File: src/rtl/rqs_pkg.sv
// ----------------------------------------------------------------------------
// rqs_pkg
// Shared types and constants for the ready-queue scheduler.
// ----------------------------------------------------------------------------
package rqs_pkg;

  localparam int QDEPTH = 16;
  localparam int IDX_W  = $clog2(QDEPTH);
  localparam int CNT_W  = $clog2(QDEPTH + 2);

  typedef enum logic [1:0] {
    POL_FCFS  = 2'd0,
    POL_SJF   = 2'd1,
    POL_RR    = 2'd2,
    POL_AGING = 2'd3
  } policy_t;

  typedef enum logic [1:0] {
    ST_ADDED = 2'd0,
    ST_FULL  = 2'd1,
    ST_RAN   = 2'd2,
    ST_EMPTY = 2'd3
  } status_t;

  localparam logic CMD_ADD  = 1'b0;
  localparam logic CMD_STEP = 1'b1;

  localparam logic [0:0] REG_POLICY  = 1'b0;
  localparam logic [0:0] REG_QUANTUM = 1'b1;

  localparam logic [5:0] QUANTUM_RST = 6'd2;

  // one table entry
  typedef struct packed {
    logic [7:0] id;
    logic [9:0] start;
    logic [9:0] len;
    logic [9:0] prog;
    logic [9:0] score;
  } entry_t;

endpackage

File: src/rtl/rqs_if.sv
// ----------------------------------------------------------------------------
// rqs request and result channels
// Valid/ready channels carrying scheduler requests and results.
// ----------------------------------------------------------------------------
interface rqs_in_if;
  logic       valid;
  logic       ready;
  logic       cmd;
  logic [7:0] job_id;
  logic [9:0] start_pos;
  logic [9:0] job_length;
  logic [9:0] aging_score;
  modport source (output valid, cmd, job_id, start_pos, job_length, aging_score,
                  input ready);
  modport sink   (input valid, cmd, job_id, start_pos, job_length, aging_score,
                  output ready);
endinterface

interface rqs_out_if;
  logic       valid;
  logic       ready;
  logic [1:0] status;
  logic [7:0] ran_id;
  logic [10:0] line_address;
  logic       finished;
  logic [4:0] job_count;
  modport source (output valid, status, ran_id, line_address, finished, job_count,
                  input ready);
  modport sink   (input valid, status, ran_id, line_address, finished, job_count,
                  output ready);
endinterface

File: src/rtl/ready_queue_scheduler_core.sv
// ----------------------------------------------------------------------------
// ready_queue_scheduler_core
// Job table with first come, shortest job, round robin and aging selection.
// ----------------------------------------------------------------------------
// One request at a time. The job table is a 16-entry memory with one write
// port and two registered read ports, walked by a small sequencer; every move
// of an entry is a read followed by a write. An add scans the entries under
// shortest job and then moves entries to open the slot. A step reads the
// chosen entry and, when the job finishes, removes it and moves the entries
// behind it; under aging it adds two exchange sorts (120 compared pairs at a
// full table) and a decrement pass over the entries. Results sit in an output
// register; a new request is taken once the previous one is done, and a
// stalled result holds the block until it leaves.
module ready_queue_scheduler_core (
  input  logic         clk,
  input  logic         rst_n,
  rqs_in_if.sink       in_ch,
  rqs_out_if.source    out_ch,
  input  logic         cfg_psel,
  input  logic         cfg_penable,
  input  logic         cfg_pwrite,
  input  logic [2:0]   cfg_paddr,
  input  logic [31:0]  cfg_pwdata,
  output logic [31:0]  cfg_prdata,
  output logic         cfg_pready
);

  typedef enum logic [3:0] {
    S_IDLE, S_SCAN_RD, S_SCAN_CMP, S_INS, S_INS_WR, S_RUN_RD, S_RUN,
    S_REM, S_REM_WR, S_DEC, S_DEC_WR, S_SORT, S_SORT_CMP, S_SORT_SW, S_DONE
  } state_t;

  localparam logic [rqs_pkg::CNT_W-1:0] DEPTH_C = rqs_pkg::CNT_W'(rqs_pkg::QDEPTH);
  localparam logic [rqs_pkg::CNT_W-1:0] ONE_C   = rqs_pkg::CNT_W'(1);

  state_t state_r, state_nxt;
  logic [1:0]  policy_r, policy_nxt;
  logic [5:0]  quantum_r, quantum_nxt;
  logic [rqs_pkg::CNT_W-1:0] occ_r, occ_nxt;
  logic [rqs_pkg::IDX_W-1:0] head_r, head_nxt;
  logic [5:0]  turn_r, turn_nxt;
  logic [rqs_pkg::CNT_W-1:0] i_r, i_nxt, j_r, j_nxt, pos_r, pos_nxt;
  logic [rqs_pkg::IDX_W-1:0] idx_r, idx_nxt;
  logic        prog0_nz_r, prog0_nz_nxt;
  logic        post_r, post_nxt;
  logic        cmd_r, cmd_nxt;
  rqs_pkg::entry_t new_r, new_nxt;
  logic [1:0]  res_status_r, res_status_nxt;
  logic [7:0]  res_id_r, res_id_nxt;
  logic [10:0] res_addr_r, res_addr_nxt;
  logic        res_fin_r, res_fin_nxt;
  logic        out_valid_r, out_valid_nxt;
  logic [1:0]  out_status_r, out_status_nxt;
  logic [7:0]  out_id_r, out_id_nxt;
  logic [10:0] out_addr_r, out_addr_nxt;
  logic        out_fin_r, out_fin_nxt;
  logic [4:0]  out_count_r, out_count_nxt;

  // table memory
  rqs_pkg::entry_t mem [rqs_pkg::QDEPTH];
  rqs_pkg::entry_t rd_a_r, rd_b_r, wdata;
  logic [rqs_pkg::IDX_W-1:0] ra, rb, wa;
  logic re, we;

  logic in_fire, cfg_wr;
  logic [rqs_pkg::CNT_W-1:0] pos_t, occ_m1;
  logic [rqs_pkg::IDX_W-1:0] h_t;
  logic [9:0]  prog_inc;
  logic [5:0]  turn_inc;
  rqs_pkg::entry_t ent_t;

  assign in_fire    = in_ch.valid && in_ch.ready;
  assign in_ch.ready = (state_r == S_IDLE);
  assign cfg_wr     = cfg_psel && cfg_penable && cfg_pwrite;
  assign cfg_pready = 1'b1;
  assign cfg_prdata = (cfg_paddr[2] == rqs_pkg::REG_QUANTUM) ? {26'd0, quantum_r}
                                                             : {30'd0, policy_r};
  assign occ_m1     = occ_r - ONE_C;

  assign out_ch.valid        = out_valid_r;
  assign out_ch.status       = out_status_r;
  assign out_ch.ran_id       = out_id_r;
  assign out_ch.line_address = out_addr_r;
  assign out_ch.finished     = out_fin_r;
  assign out_ch.job_count    = out_count_r;

  // sequencer
  always_comb begin
    state_nxt = state_r;
    policy_nxt = policy_r;
    quantum_nxt = quantum_r;
    occ_nxt = occ_r;
    head_nxt = head_r;
    turn_nxt = turn_r;
    i_nxt = i_r;
    j_nxt = j_r;
    pos_nxt = pos_r;
    idx_nxt = idx_r;
    prog0_nz_nxt = prog0_nz_r;
    post_nxt = post_r;
    cmd_nxt = cmd_r;
    new_nxt = new_r;
    res_status_nxt = res_status_r;
    res_id_nxt = res_id_r;
    res_addr_nxt = res_addr_r;
    res_fin_nxt = res_fin_r;
    out_valid_nxt = out_valid_r && !out_ch.ready;
    out_status_nxt = out_status_r;
    out_id_nxt = out_id_r;
    out_addr_nxt = out_addr_r;
    out_fin_nxt = out_fin_r;
    out_count_nxt = out_count_r;
    ra = '0;
    rb = '0;
    re = 1'b0;
    wa = '0;
    we = 1'b0;
    wdata = rd_a_r;
    pos_t = pos_r;
    h_t = head_r;
    prog_inc = rd_a_r.prog + 10'd1;
    turn_inc = turn_r + 6'd1;
    ent_t = rd_a_r;

    if (cfg_wr) begin
      if (cfg_paddr[2] == rqs_pkg::REG_POLICY) begin
        policy_nxt = cfg_pwdata[1:0];
      end else begin
        quantum_nxt = cfg_pwdata[5:0];
      end
    end

    case (state_r)
      S_IDLE: begin
        if (in_fire) begin
          cmd_nxt = in_ch.cmd;
          new_nxt = '{id: in_ch.job_id, start: in_ch.start_pos, len: in_ch.job_length,
                      prog: 10'd0, score: in_ch.aging_score};
          res_id_nxt = '0;
          res_addr_nxt = '0;
          res_fin_nxt = 1'b0;
          if (in_ch.cmd == rqs_pkg::CMD_ADD) begin
            if (occ_r >= DEPTH_C) begin
              res_status_nxt = rqs_pkg::ST_FULL;
              state_nxt = S_DONE;
            end else if (policy_r == rqs_pkg::POL_SJF && occ_r != '0) begin
              pos_nxt = '0;
              i_nxt = '0;
              state_nxt = S_SCAN_RD;
            end else begin
              pos_nxt = (policy_r == rqs_pkg::POL_SJF) ? '0 : occ_r;
              i_nxt = occ_r;
              state_nxt = S_INS;
            end
          end else if (occ_r == '0) begin
            res_status_nxt = rqs_pkg::ST_EMPTY;
            state_nxt = S_DONE;
          end else if (policy_r == rqs_pkg::POL_RR) begin
            h_t = ({1'b0, head_r} >= occ_r) ? '0 : head_r;
            head_nxt = h_t;
            idx_nxt = h_t;
            state_nxt = S_RUN_RD;
          end else if (policy_r == rqs_pkg::POL_AGING) begin
            i_nxt = '0;
            j_nxt = ONE_C;
            post_nxt = 1'b0;
            state_nxt = S_SORT;
          end else begin
            idx_nxt = '0;
            state_nxt = S_RUN_RD;
          end
        end
      end

      // shortest job: find slot after last entry no longer than the new one
      S_SCAN_RD: begin
        ra = i_r[rqs_pkg::IDX_W-1:0];
        re = 1'b1;
        state_nxt = S_SCAN_CMP;
      end
      S_SCAN_CMP: begin
        if (rd_a_r.len <= new_r.len) begin
          pos_t = i_r + ONE_C;
        end
        if (i_r == '0) begin
          prog0_nz_nxt = (rd_a_r.prog != '0);
        end
        if (i_r + ONE_C >= occ_r) begin
          if (pos_t == '0 && ((i_r == '0) ? (rd_a_r.prog != '0) : prog0_nz_r)) begin
            pos_t = ONE_C;
          end
          i_nxt = occ_r;
          state_nxt = S_INS;
        end else begin
          i_nxt = i_r + ONE_C;
          state_nxt = S_SCAN_RD;
        end
        pos_nxt = pos_t;
      end

      // open a slot at pos by moving entries back one place
      S_INS: begin
        if (i_r > pos_r) begin
          ra = occ_m1[rqs_pkg::IDX_W-1:0] - (occ_r[rqs_pkg::IDX_W-1:0]
               - i_r[rqs_pkg::IDX_W-1:0]);
          re = 1'b1;
          state_nxt = S_INS_WR;
        end else begin
          we = 1'b1;
          wa = pos_r[rqs_pkg::IDX_W-1:0];
          wdata = new_r;
          if (occ_r != '0 && pos_r <= {1'b0, head_r} && pos_r < occ_r) begin
            head_nxt = head_r + 1'b1;
          end
          occ_nxt = occ_r + ONE_C;
          res_status_nxt = rqs_pkg::ST_ADDED;
          state_nxt = S_DONE;
        end
      end
      S_INS_WR: begin
        we = 1'b1;
        wa = i_r[rqs_pkg::IDX_W-1:0];
        i_nxt = i_r - ONE_C;
        state_nxt = S_INS;
      end

      // run one line of the chosen entry
      S_RUN_RD: begin
        ra = idx_r;
        re = 1'b1;
        state_nxt = S_RUN;
      end
      S_RUN: begin
        res_status_nxt = rqs_pkg::ST_RAN;
        res_id_nxt = rd_a_r.id;
        res_addr_nxt = {1'b0, rd_a_r.start} + {1'b0, rd_a_r.prog};
        if (prog_inc >= rd_a_r.len) begin
          res_fin_nxt = 1'b1;
          i_nxt = {1'b0, idx_r};
          state_nxt = S_REM;
        end else begin
          ent_t.prog = prog_inc;
          we = 1'b1;
          wa = idx_r;
          wdata = ent_t;
          if (policy_r == rqs_pkg::POL_RR) begin
            if (turn_inc >= quantum_r) begin
              turn_nxt = '0;
              head_nxt = ({1'b0, head_r} + ONE_C == occ_r) ? '0 : head_r + 1'b1;
            end else begin
              turn_nxt = turn_inc;
            end
          end
          if (policy_r == rqs_pkg::POL_AGING) begin
            i_nxt = ONE_C;
            state_nxt = S_DEC;
          end else begin
            state_nxt = S_DONE;
          end
        end
      end

      // remove finished entry, pull the rest forward
      S_REM: begin
        if (i_r + ONE_C < occ_r) begin
          ra = i_r[rqs_pkg::IDX_W-1:0] + 1'b1;
          re = 1'b1;
          state_nxt = S_REM_WR;
        end else begin
          occ_nxt = occ_m1;
          h_t = (head_r > idx_r) ? head_r - 1'b1 : head_r;
          head_nxt = ({1'b0, h_t} >= occ_m1) ? '0 : h_t;
          if (policy_r == rqs_pkg::POL_RR) begin
            turn_nxt = '0;
          end
          if (policy_r == rqs_pkg::POL_AGING) begin
            i_nxt = '0;
            state_nxt = S_DEC;
          end else begin
            state_nxt = S_DONE;
          end
        end
      end
      S_REM_WR: begin
        we = 1'b1;
        wa = i_r[rqs_pkg::IDX_W-1:0];
        i_nxt = i_r + ONE_C;
        state_nxt = S_REM;
      end

      // aging: lower scores of waiting entries
      S_DEC: begin
        if (i_r < occ_r) begin
          ra = i_r[rqs_pkg::IDX_W-1:0];
          re = 1'b1;
          state_nxt = S_DEC_WR;
        end else begin
          i_nxt = '0;
          j_nxt = ONE_C;
          post_nxt = 1'b1;
          state_nxt = S_SORT;
        end
      end
      S_DEC_WR: begin
        if (rd_a_r.score != '0) begin
          ent_t.score = rd_a_r.score - 10'd1;
        end
        we = 1'b1;
        wa = i_r[rqs_pkg::IDX_W-1:0];
        wdata = ent_t;
        i_nxt = i_r + ONE_C;
        state_nxt = S_DEC;
      end

      // exchange sort by score
      S_SORT: begin
        if (i_r < occ_r) begin
          if (j_r < occ_r) begin
            ra = i_r[rqs_pkg::IDX_W-1:0];
            rb = j_r[rqs_pkg::IDX_W-1:0];
            re = 1'b1;
            state_nxt = S_SORT_CMP;
          end else begin
            i_nxt = i_r + ONE_C;
            j_nxt = i_r + ONE_C + ONE_C;
          end
        end else if (post_r) begin
          state_nxt = S_DONE;
        end else begin
          idx_nxt = '0;
          state_nxt = S_RUN_RD;
        end
      end
      S_SORT_CMP: begin
        if (rd_a_r.score > rd_b_r.score) begin
          we = 1'b1;
          wa = i_r[rqs_pkg::IDX_W-1:0];
          wdata = rd_b_r;
          state_nxt = S_SORT_SW;
        end else begin
          j_nxt = j_r + ONE_C;
          state_nxt = S_SORT;
        end
      end
      S_SORT_SW: begin
        we = 1'b1;
        wa = j_r[rqs_pkg::IDX_W-1:0];
        wdata = rd_a_r;
        j_nxt = j_r + ONE_C;
        state_nxt = S_SORT;
      end

      // hand result to the output register
      S_DONE: begin
        if (!out_valid_r || out_ch.ready) begin
          out_valid_nxt = 1'b1;
          out_status_nxt = res_status_r;
          out_id_nxt = res_id_r;
          out_addr_nxt = res_addr_r;
          out_fin_nxt = res_fin_r;
          out_count_nxt = occ_r;
          state_nxt = S_IDLE;
        end
      end
      default: state_nxt = S_IDLE;
    endcase
  end

  // table memory ports
  always_ff @(posedge clk) begin
    if (we) begin
      mem[wa] <= wdata;
    end
    if (re) begin
      rd_a_r <= mem[ra];
      rd_b_r <= mem[rb];
    end
  end

  // state and registered outputs
  always_ff @(posedge clk) begin
    if (!rst_n) begin
      state_r <= S_IDLE;
      policy_r <= rqs_pkg::POL_FCFS;
      quantum_r <= rqs_pkg::QUANTUM_RST;
      occ_r <= '0;
      head_r <= '0;
      turn_r <= '0;
      out_valid_r <= 1'b0;
    end else begin
      state_r <= state_nxt;
      policy_r <= policy_nxt;
      quantum_r <= quantum_nxt;
      occ_r <= occ_nxt;
      head_r <= head_nxt;
      turn_r <= turn_nxt;
      out_valid_r <= out_valid_nxt;
    end
    i_r <= i_nxt;
    j_r <= j_nxt;
    pos_r <= pos_nxt;
    idx_r <= idx_nxt;
    prog0_nz_r <= prog0_nz_nxt;
    post_r <= post_nxt;
    cmd_r <= cmd_nxt;
    new_r <= new_nxt;
    res_status_r <= res_status_nxt;
    res_id_r <= res_id_nxt;
    res_addr_r <= res_addr_nxt;
    res_fin_r <= res_fin_nxt;
    out_status_r <= out_status_nxt;
    out_id_r <= out_id_nxt;
    out_addr_r <= out_addr_nxt;
    out_fin_r <= out_fin_nxt;
    out_count_r <= out_count_nxt;
  end

  // checks
  a_occ_bound: assert property (@(posedge clk) disable iff (!rst_n)
    occ_r <= DEPTH_C) else $error("occupancy above table depth");

  a_head_in_table: assert property (@(posedge clk) disable iff (!rst_n)
    (state_r == S_IDLE && occ_r != '0) |-> ({1'b0, head_r} < occ_r))
    else $error("head slot outside table");

  a_busy_after_accept: assert property (@(posedge clk) disable iff (!rst_n)
    in_fire |=> !in_ch.ready) else $error("request taken while busy");

  a_swap_distinct: assert property (@(posedge clk) disable iff (!rst_n)
    (state_r == S_SORT_CMP) |-> (i_r < j_r)) else $error("sort compares entry with itself");

  a_step_result: assert property (@(posedge clk) disable iff (!rst_n)
    (state_r == S_DONE && cmd_r == rqs_pkg::CMD_STEP) |->
      (res_status_r == rqs_pkg::ST_RAN || res_status_r == rqs_pkg::ST_EMPTY))
    else $error("step gave add status");

endmodule
File: src/flat_wrapper.sv
// flat-port wrapper written by rule: the top's interface ports become plain ports
module ready_queue_scheduler_core_flat 
  (clk, rst_n, cfg_psel, cfg_penable, cfg_pwrite, cfg_paddr, cfg_pwdata, cfg_prdata, cfg_pready, in_ch_valid, in_ch_cmd, in_ch_job_id, in_ch_start_pos, in_ch_job_length, in_ch_aging_score, in_ch_ready, out_ch_valid, out_ch_status, out_ch_ran_id, out_ch_line_address, out_ch_finished, out_ch_job_count, out_ch_ready);
  rqs_in_if in_ch_i ();
  rqs_out_if out_ch_i ();
  input  logic clk;
  input  logic rst_n;
  input  logic cfg_psel;
  input  logic cfg_penable;
  input  logic cfg_pwrite;
  input  logic [2:0] cfg_paddr;
  input  logic [31:0] cfg_pwdata;
  output logic [31:0] cfg_prdata;
  output logic cfg_pready;
  input wire logic [$bits(in_ch_i.valid)-1:0] in_ch_valid;
  input wire logic [$bits(in_ch_i.cmd)-1:0] in_ch_cmd;
  input wire logic [$bits(in_ch_i.job_id)-1:0] in_ch_job_id;
  input wire logic [$bits(in_ch_i.start_pos)-1:0] in_ch_start_pos;
  input wire logic [$bits(in_ch_i.job_length)-1:0] in_ch_job_length;
  input wire logic [$bits(in_ch_i.aging_score)-1:0] in_ch_aging_score;
  output wire logic [$bits(in_ch_i.ready)-1:0] in_ch_ready;
  output wire logic [$bits(out_ch_i.valid)-1:0] out_ch_valid;
  output wire logic [$bits(out_ch_i.status)-1:0] out_ch_status;
  output wire logic [$bits(out_ch_i.ran_id)-1:0] out_ch_ran_id;
  output wire logic [$bits(out_ch_i.line_address)-1:0] out_ch_line_address;
  output wire logic [$bits(out_ch_i.finished)-1:0] out_ch_finished;
  output wire logic [$bits(out_ch_i.job_count)-1:0] out_ch_job_count;
  input wire logic [$bits(out_ch_i.ready)-1:0] out_ch_ready;
  assign in_ch_i.valid = in_ch_valid;
  assign in_ch_i.cmd = in_ch_cmd;
  assign in_ch_i.job_id = in_ch_job_id;
  assign in_ch_i.start_pos = in_ch_start_pos;
  assign in_ch_i.job_length = in_ch_job_length;
  assign in_ch_i.aging_score = in_ch_aging_score;
  assign in_ch_ready = in_ch_i.ready;
  assign out_ch_valid = out_ch_i.valid;
  assign out_ch_status = out_ch_i.status;
  assign out_ch_ran_id = out_ch_i.ran_id;
  assign out_ch_line_address = out_ch_i.line_address;
  assign out_ch_finished = out_ch_i.finished;
  assign out_ch_job_count = out_ch_i.job_count;
  assign out_ch_i.ready = out_ch_ready;
  ready_queue_scheduler_core u_core (.clk(clk), .rst_n(rst_n), .in_ch(in_ch_i), .out_ch(out_ch_i), .cfg_psel(cfg_psel), .cfg_penable(cfg_penable), .cfg_pwrite(cfg_pwrite), .cfg_paddr(cfg_paddr), .cfg_pwdata(cfg_pwdata), .cfg_prdata(cfg_prdata), .cfg_pready(cfg_pready));
endmodule
File: config.mk
export PLATFORM = sky130hd
export DESIGN_NAME = ready_queue_scheduler_core_flat
export DESIGN_NICKNAME = d
export VERILOG_FILES = /design/src/rtl/rqs_pkg.sv /design/src/rtl/rqs_if.sv /design/src/rtl/ready_queue_scheduler_core.sv /design/src/flat_wrapper.sv
export SDC_FILE = /design/constraint.sdc
export NUM_CORES = 2
export LEC_CHECK = 0
export ABC_AREA = 1
export ABC_CLOCK_PERIOD_IN_PS = 7000
export BUFFER_PORTS_ARGS = -buffer_cell sky130_fd_sc_hd__buf_2
export CAP_MARGIN = 20
export CORE_AREA = 2 2 314 316
export CTS_CLUSTER_DIAMETER = 150
export DETAILED_ROUTE_END_ITERATION = 10
export DIE_AREA = 0 0 316 318
export GPL_TIMING_DRIVEN = 1
export PLACE_DENSITY = 0.78
export SLEW_MARGIN = 20
export SYNTH_ARGS = -nofsm -noshare
export SYNTH_HDL_FRONTEND = slang
export SYNTH_SLANG_ARGS = --single-unit
File: constraint.sdc
create_clock -name clk -period 7 [get_ports clk]
set_input_delay 1.4 -clock clk [delete_from_list [all_inputs] [get_ports clk]]
set_output_delay 1.4 -clock clk [all_outputs]
set_load 0.02 [all_outputs]
==> run_results.csv <==
group,metric,value,unit
status,status,"completed",
global_routing,grt_max_degree,211,
synthesis,yosysWarnings,0,
die,die_area,0.100,sq mm
worst_setup_path,path_max_fanout,21,
synthesis,synth_top_cell_by_area,"edfxtp_1",
sta,min_period,5.64,ns
synthesis,ys_seq_elements,1000,
sta,finalSetupTns,0,ns
clocking,cts.sinks,1000,
sta,slew-limit-headroom,9.06,%
synthesis,synth_async_sr_flop_share,0,%
hold_path,holdCritPathClass,"reg -> reg",
power,ir_drop,0.300,mV
clocking,clockBufferDepth,3,
synthesis,synth-edff-count,972,
synthesis,synth_seq_area_share,55.0,%
place,dp_hpwl,87.9,mm
global_routing,gr-total-overflow,0,
worst_setup_path,reg2reg_depth,14,
global_routing,gr-usage-all-layers,33.2,%
detailed_routing,vias,46300,
worst_setup_path,r2r-end,"u_core.mem[0][5]",
flow_run,drv_cap,0,
die,fp.coreArea,0.0974,sq mm
clocking,cts.repair.resized,0,
synthesis,synth_mux_area_share,0,%
synthesis,synth_most_common_cell,"nand3_1",
sta,setup_violations,0,
hold_path,whs_path_depth,0,
final_layout,area_delta_synth_final,8.78,%
global_routing,antenna_found_initial,9,
clocking,cts_hold_buf,0,
detailed_routing,wl_per_cell,24.1,microns
worst_setup_path,crit_type,"reg -> reg",
sta,fin_crit_sh,80.5,%
detailed_routing,drt_iter0_markers,7619,
synthesis,yosys-top-cells-area,"edfxtp_1 (54%), nand3_1 (9.6%), nand2_1 (7.0%)",
die,initial_utilization,55.5,%
worst_setup_path,crit_path_end_kind,"flop",
sta,rsz0062_at_grt,"no",
sta,hold_ws,0.412,ns
sta,fmax,177,MHz
synthesis,syn_inst,5855,
clocking,path_clk_slew,0.06,ns
worst_setup_path,cp.arrival,6.01,ns
worst_setup_path,worstPathRequired,7.38,ns
detailed_routing,via_per_inst,6.53,
power,p_per_area,409,mW/mm^2
synthesis,synth_top_family_by_area,"simple AND/OR/NAND/NOR gates",
sta,worst_slew_pin_slew,1.36,ns
clocking,cts_tree,"yes",
hold_path,holdPathEnd,"u_core.out_ch.line_address[4]",
global_routing,grt_pass1_vias,44600,
die,rows,115,
clocking,clockRootBuffer,"clkbuf_16",
worst_setup_path,r2r_start,"u_core.i_r[2]",
detailed_routing,first_pass_iters,8,
synthesis,synth.cell_area,0.0541,sq mm
synthesis,synth_flop_cell,"edfxtp_1",
synthesis,netlist.area_leader.share,54.0,%
clocking,htree_levels,3,
detailed_routing,drcViolationCount,0,
synthesis,synth-simple-area-share,22.9,%
worst_setup_path,cp-start-kind,"flop",
place,portBuffers,87,
final_layout,nNetsFinal,5894,
sta,drv_slew,0,
place,place.gp.congestion,0.959,
global_routing,grt_pass1_wl,257,mm
synthesis,synth.distinct_cells,48,
detailed_routing,wl,171,mm
clocking,post_cts_buffers,0,
synthesis,synth-xor-area-share,0.680,%
worst_setup_path,r2r_slack,1.36,ns
die,ioPinCount,143,
synthesis,synth_compound_area_share,8.44,%
die,die_x,316,microns
synthesis,synthAdderAreaFrac,2.39,%
power,p_leak,24.4,nW
final_layout,drive_above_1_share,6.69,%
hold_path,min_from,"u_core.res_addr_r[4]",
sta,hold_viol,0,
clocking,insertion_delay,0.71,ns
synthesis,synth_commonest_cells,"nand3_1 (1039), nand2_1 (1002), edfxtp_1 (972)",
synthesis,syn_area_per_cell,9.24,sq um
clocking,cts_buffers,105,
detailed_routing,drtAntennaViolNets,0,
die,die_y,318,microns
sta,finClkSkew,0.0273,ns
## power by group
group,internal [W],switching (W)
combinational,0.00250,0.00632
sequential,0.00906,0.000614
clock,0.00316,0.00240
total,0.0147,0.00934
## worst max-delay path by stage
stage | end | slack [ns] | depth (start not counted) | startpoint
final | u_core.mem[0][5] | 1.36 | 14 | u_core.i_r[2]
after global routing | u_core.mem[5][6] | 1.06 | 19 | u_core.rd_a_r[10]
after CTS | u_core.mem[0][5] | 1.57 | 14 | u_core.i_r[2]
after detailed placement | u_core.mem[0][8] | 1.61 | 14 | u_core.i_r[2]
after global placement | u_core.mem[0][8] | 1.74 | 14 | u_core.i_r[2]
after floorplan | u_core.ent_t[20] | 1.17 | 10 | u_core.i_r[2]
## layer usage
layer | up-vias | track usage, % | wire (microns)
li1 | 20300 | - | -
met1 | 21500 | 42.3 | 59400
met2 | 3711 | 52.1 | 77300
met3 | 791 | 7.34 | 23900
met4 | 4 | 19.7 | 10200
met5 | - | 0 | 34
## cells in the final DEF (no fill, tap or decap), drive strengths merged, types with 37 or more instances in the layout
master  Yosys  final
edfxtp    972    972
nand2    1008   1008
xor2       37     37
o221ai    193    193
o211ai    206    206
ha        100    100
buf       253    171
clkbuf    200    136
nand4     413    413
a21oi      99     99
nand3    1041   1041
o21ai      94     94
nor2      128    128
inv       977    982
clkinv      8     54
## critical path, stage by stage, from the launching register on
cell      delay (ns)
edfxtp_1        0.68
ha_1            0.43
nand2_1         0.05
nor2_1          0.12
nand2_1         0.06
nand3_1         0.17
nand2_1         0.11
nand2_1         0.60
clkinv_1        0.87
nand2_1         0.30
nand3_1         0.11
a21oi_1         0.28
nand3_1         0.18
nor2_4          0.90
buf_4           0.41
## metrics by stage
step	power, W	std cells	utilization [%]	instance area (sq um)	setup slack, ns
2_1_floorplan	0.0153	5880	-	54200	1.17
4_1_cts	0.0237	7077	60.3	58700	1.57
5_1_grt	0.0252	7090	60.4	58800	1.06
3_3_place_gp	0.0179	6882	56.8	55300	1.74
3_5_place_dp	0.0182	6882	56.8	55300	1.61
6_report	0.0241	7090	60.4	58800	1.36
## kinds of logic (layout without fill, tap and decap cells)
| group | after synthesis | count (layout) |
|---|---|---|
| AND/OR/NAND/NOR | 2630 | 2630 |
| adder cells (fa/ha/maj) | 102 | 102 |
| buffers and inverters | 1438 | 1357 |
| AO/OA/AOI/OAI | 641 | 641 |
| other | 2 | 31 |
| flip-flops | 1000 | 1000 |
| XOR/XNOR | 42 | 42 |
## final cells by class
type                            count  area [sq um]
Fill cell                        7623         38600
Sequential cell                  1000         29700
Multi-Input combinational cell   3442         19000
Inverter                          985          3710
Clock buffer                      130          2740
Tap cell                         1287          1610
Timing Repair Buffer              177          1400
Clock inverter                     65           656
Antenna cell                        4          10.0
## sequential cells by signal, summed over array words and instances (netlist names), 6 cells and up
signal,count
u_core.mem,768
u_core.quantum_r,6
u_core.out_ch.ran_id,8
u_core.new_r,38
u_core.res_addr_r,11
u_core.res_id_r,8
u_core.turn_r,6
u_core.rd_b_r,48
u_core.ent_t,28
u_core.out_ch.line_address,11
u_core.rd_a_r,20
No activity file was read; power rests on OpenSTA's default activity.
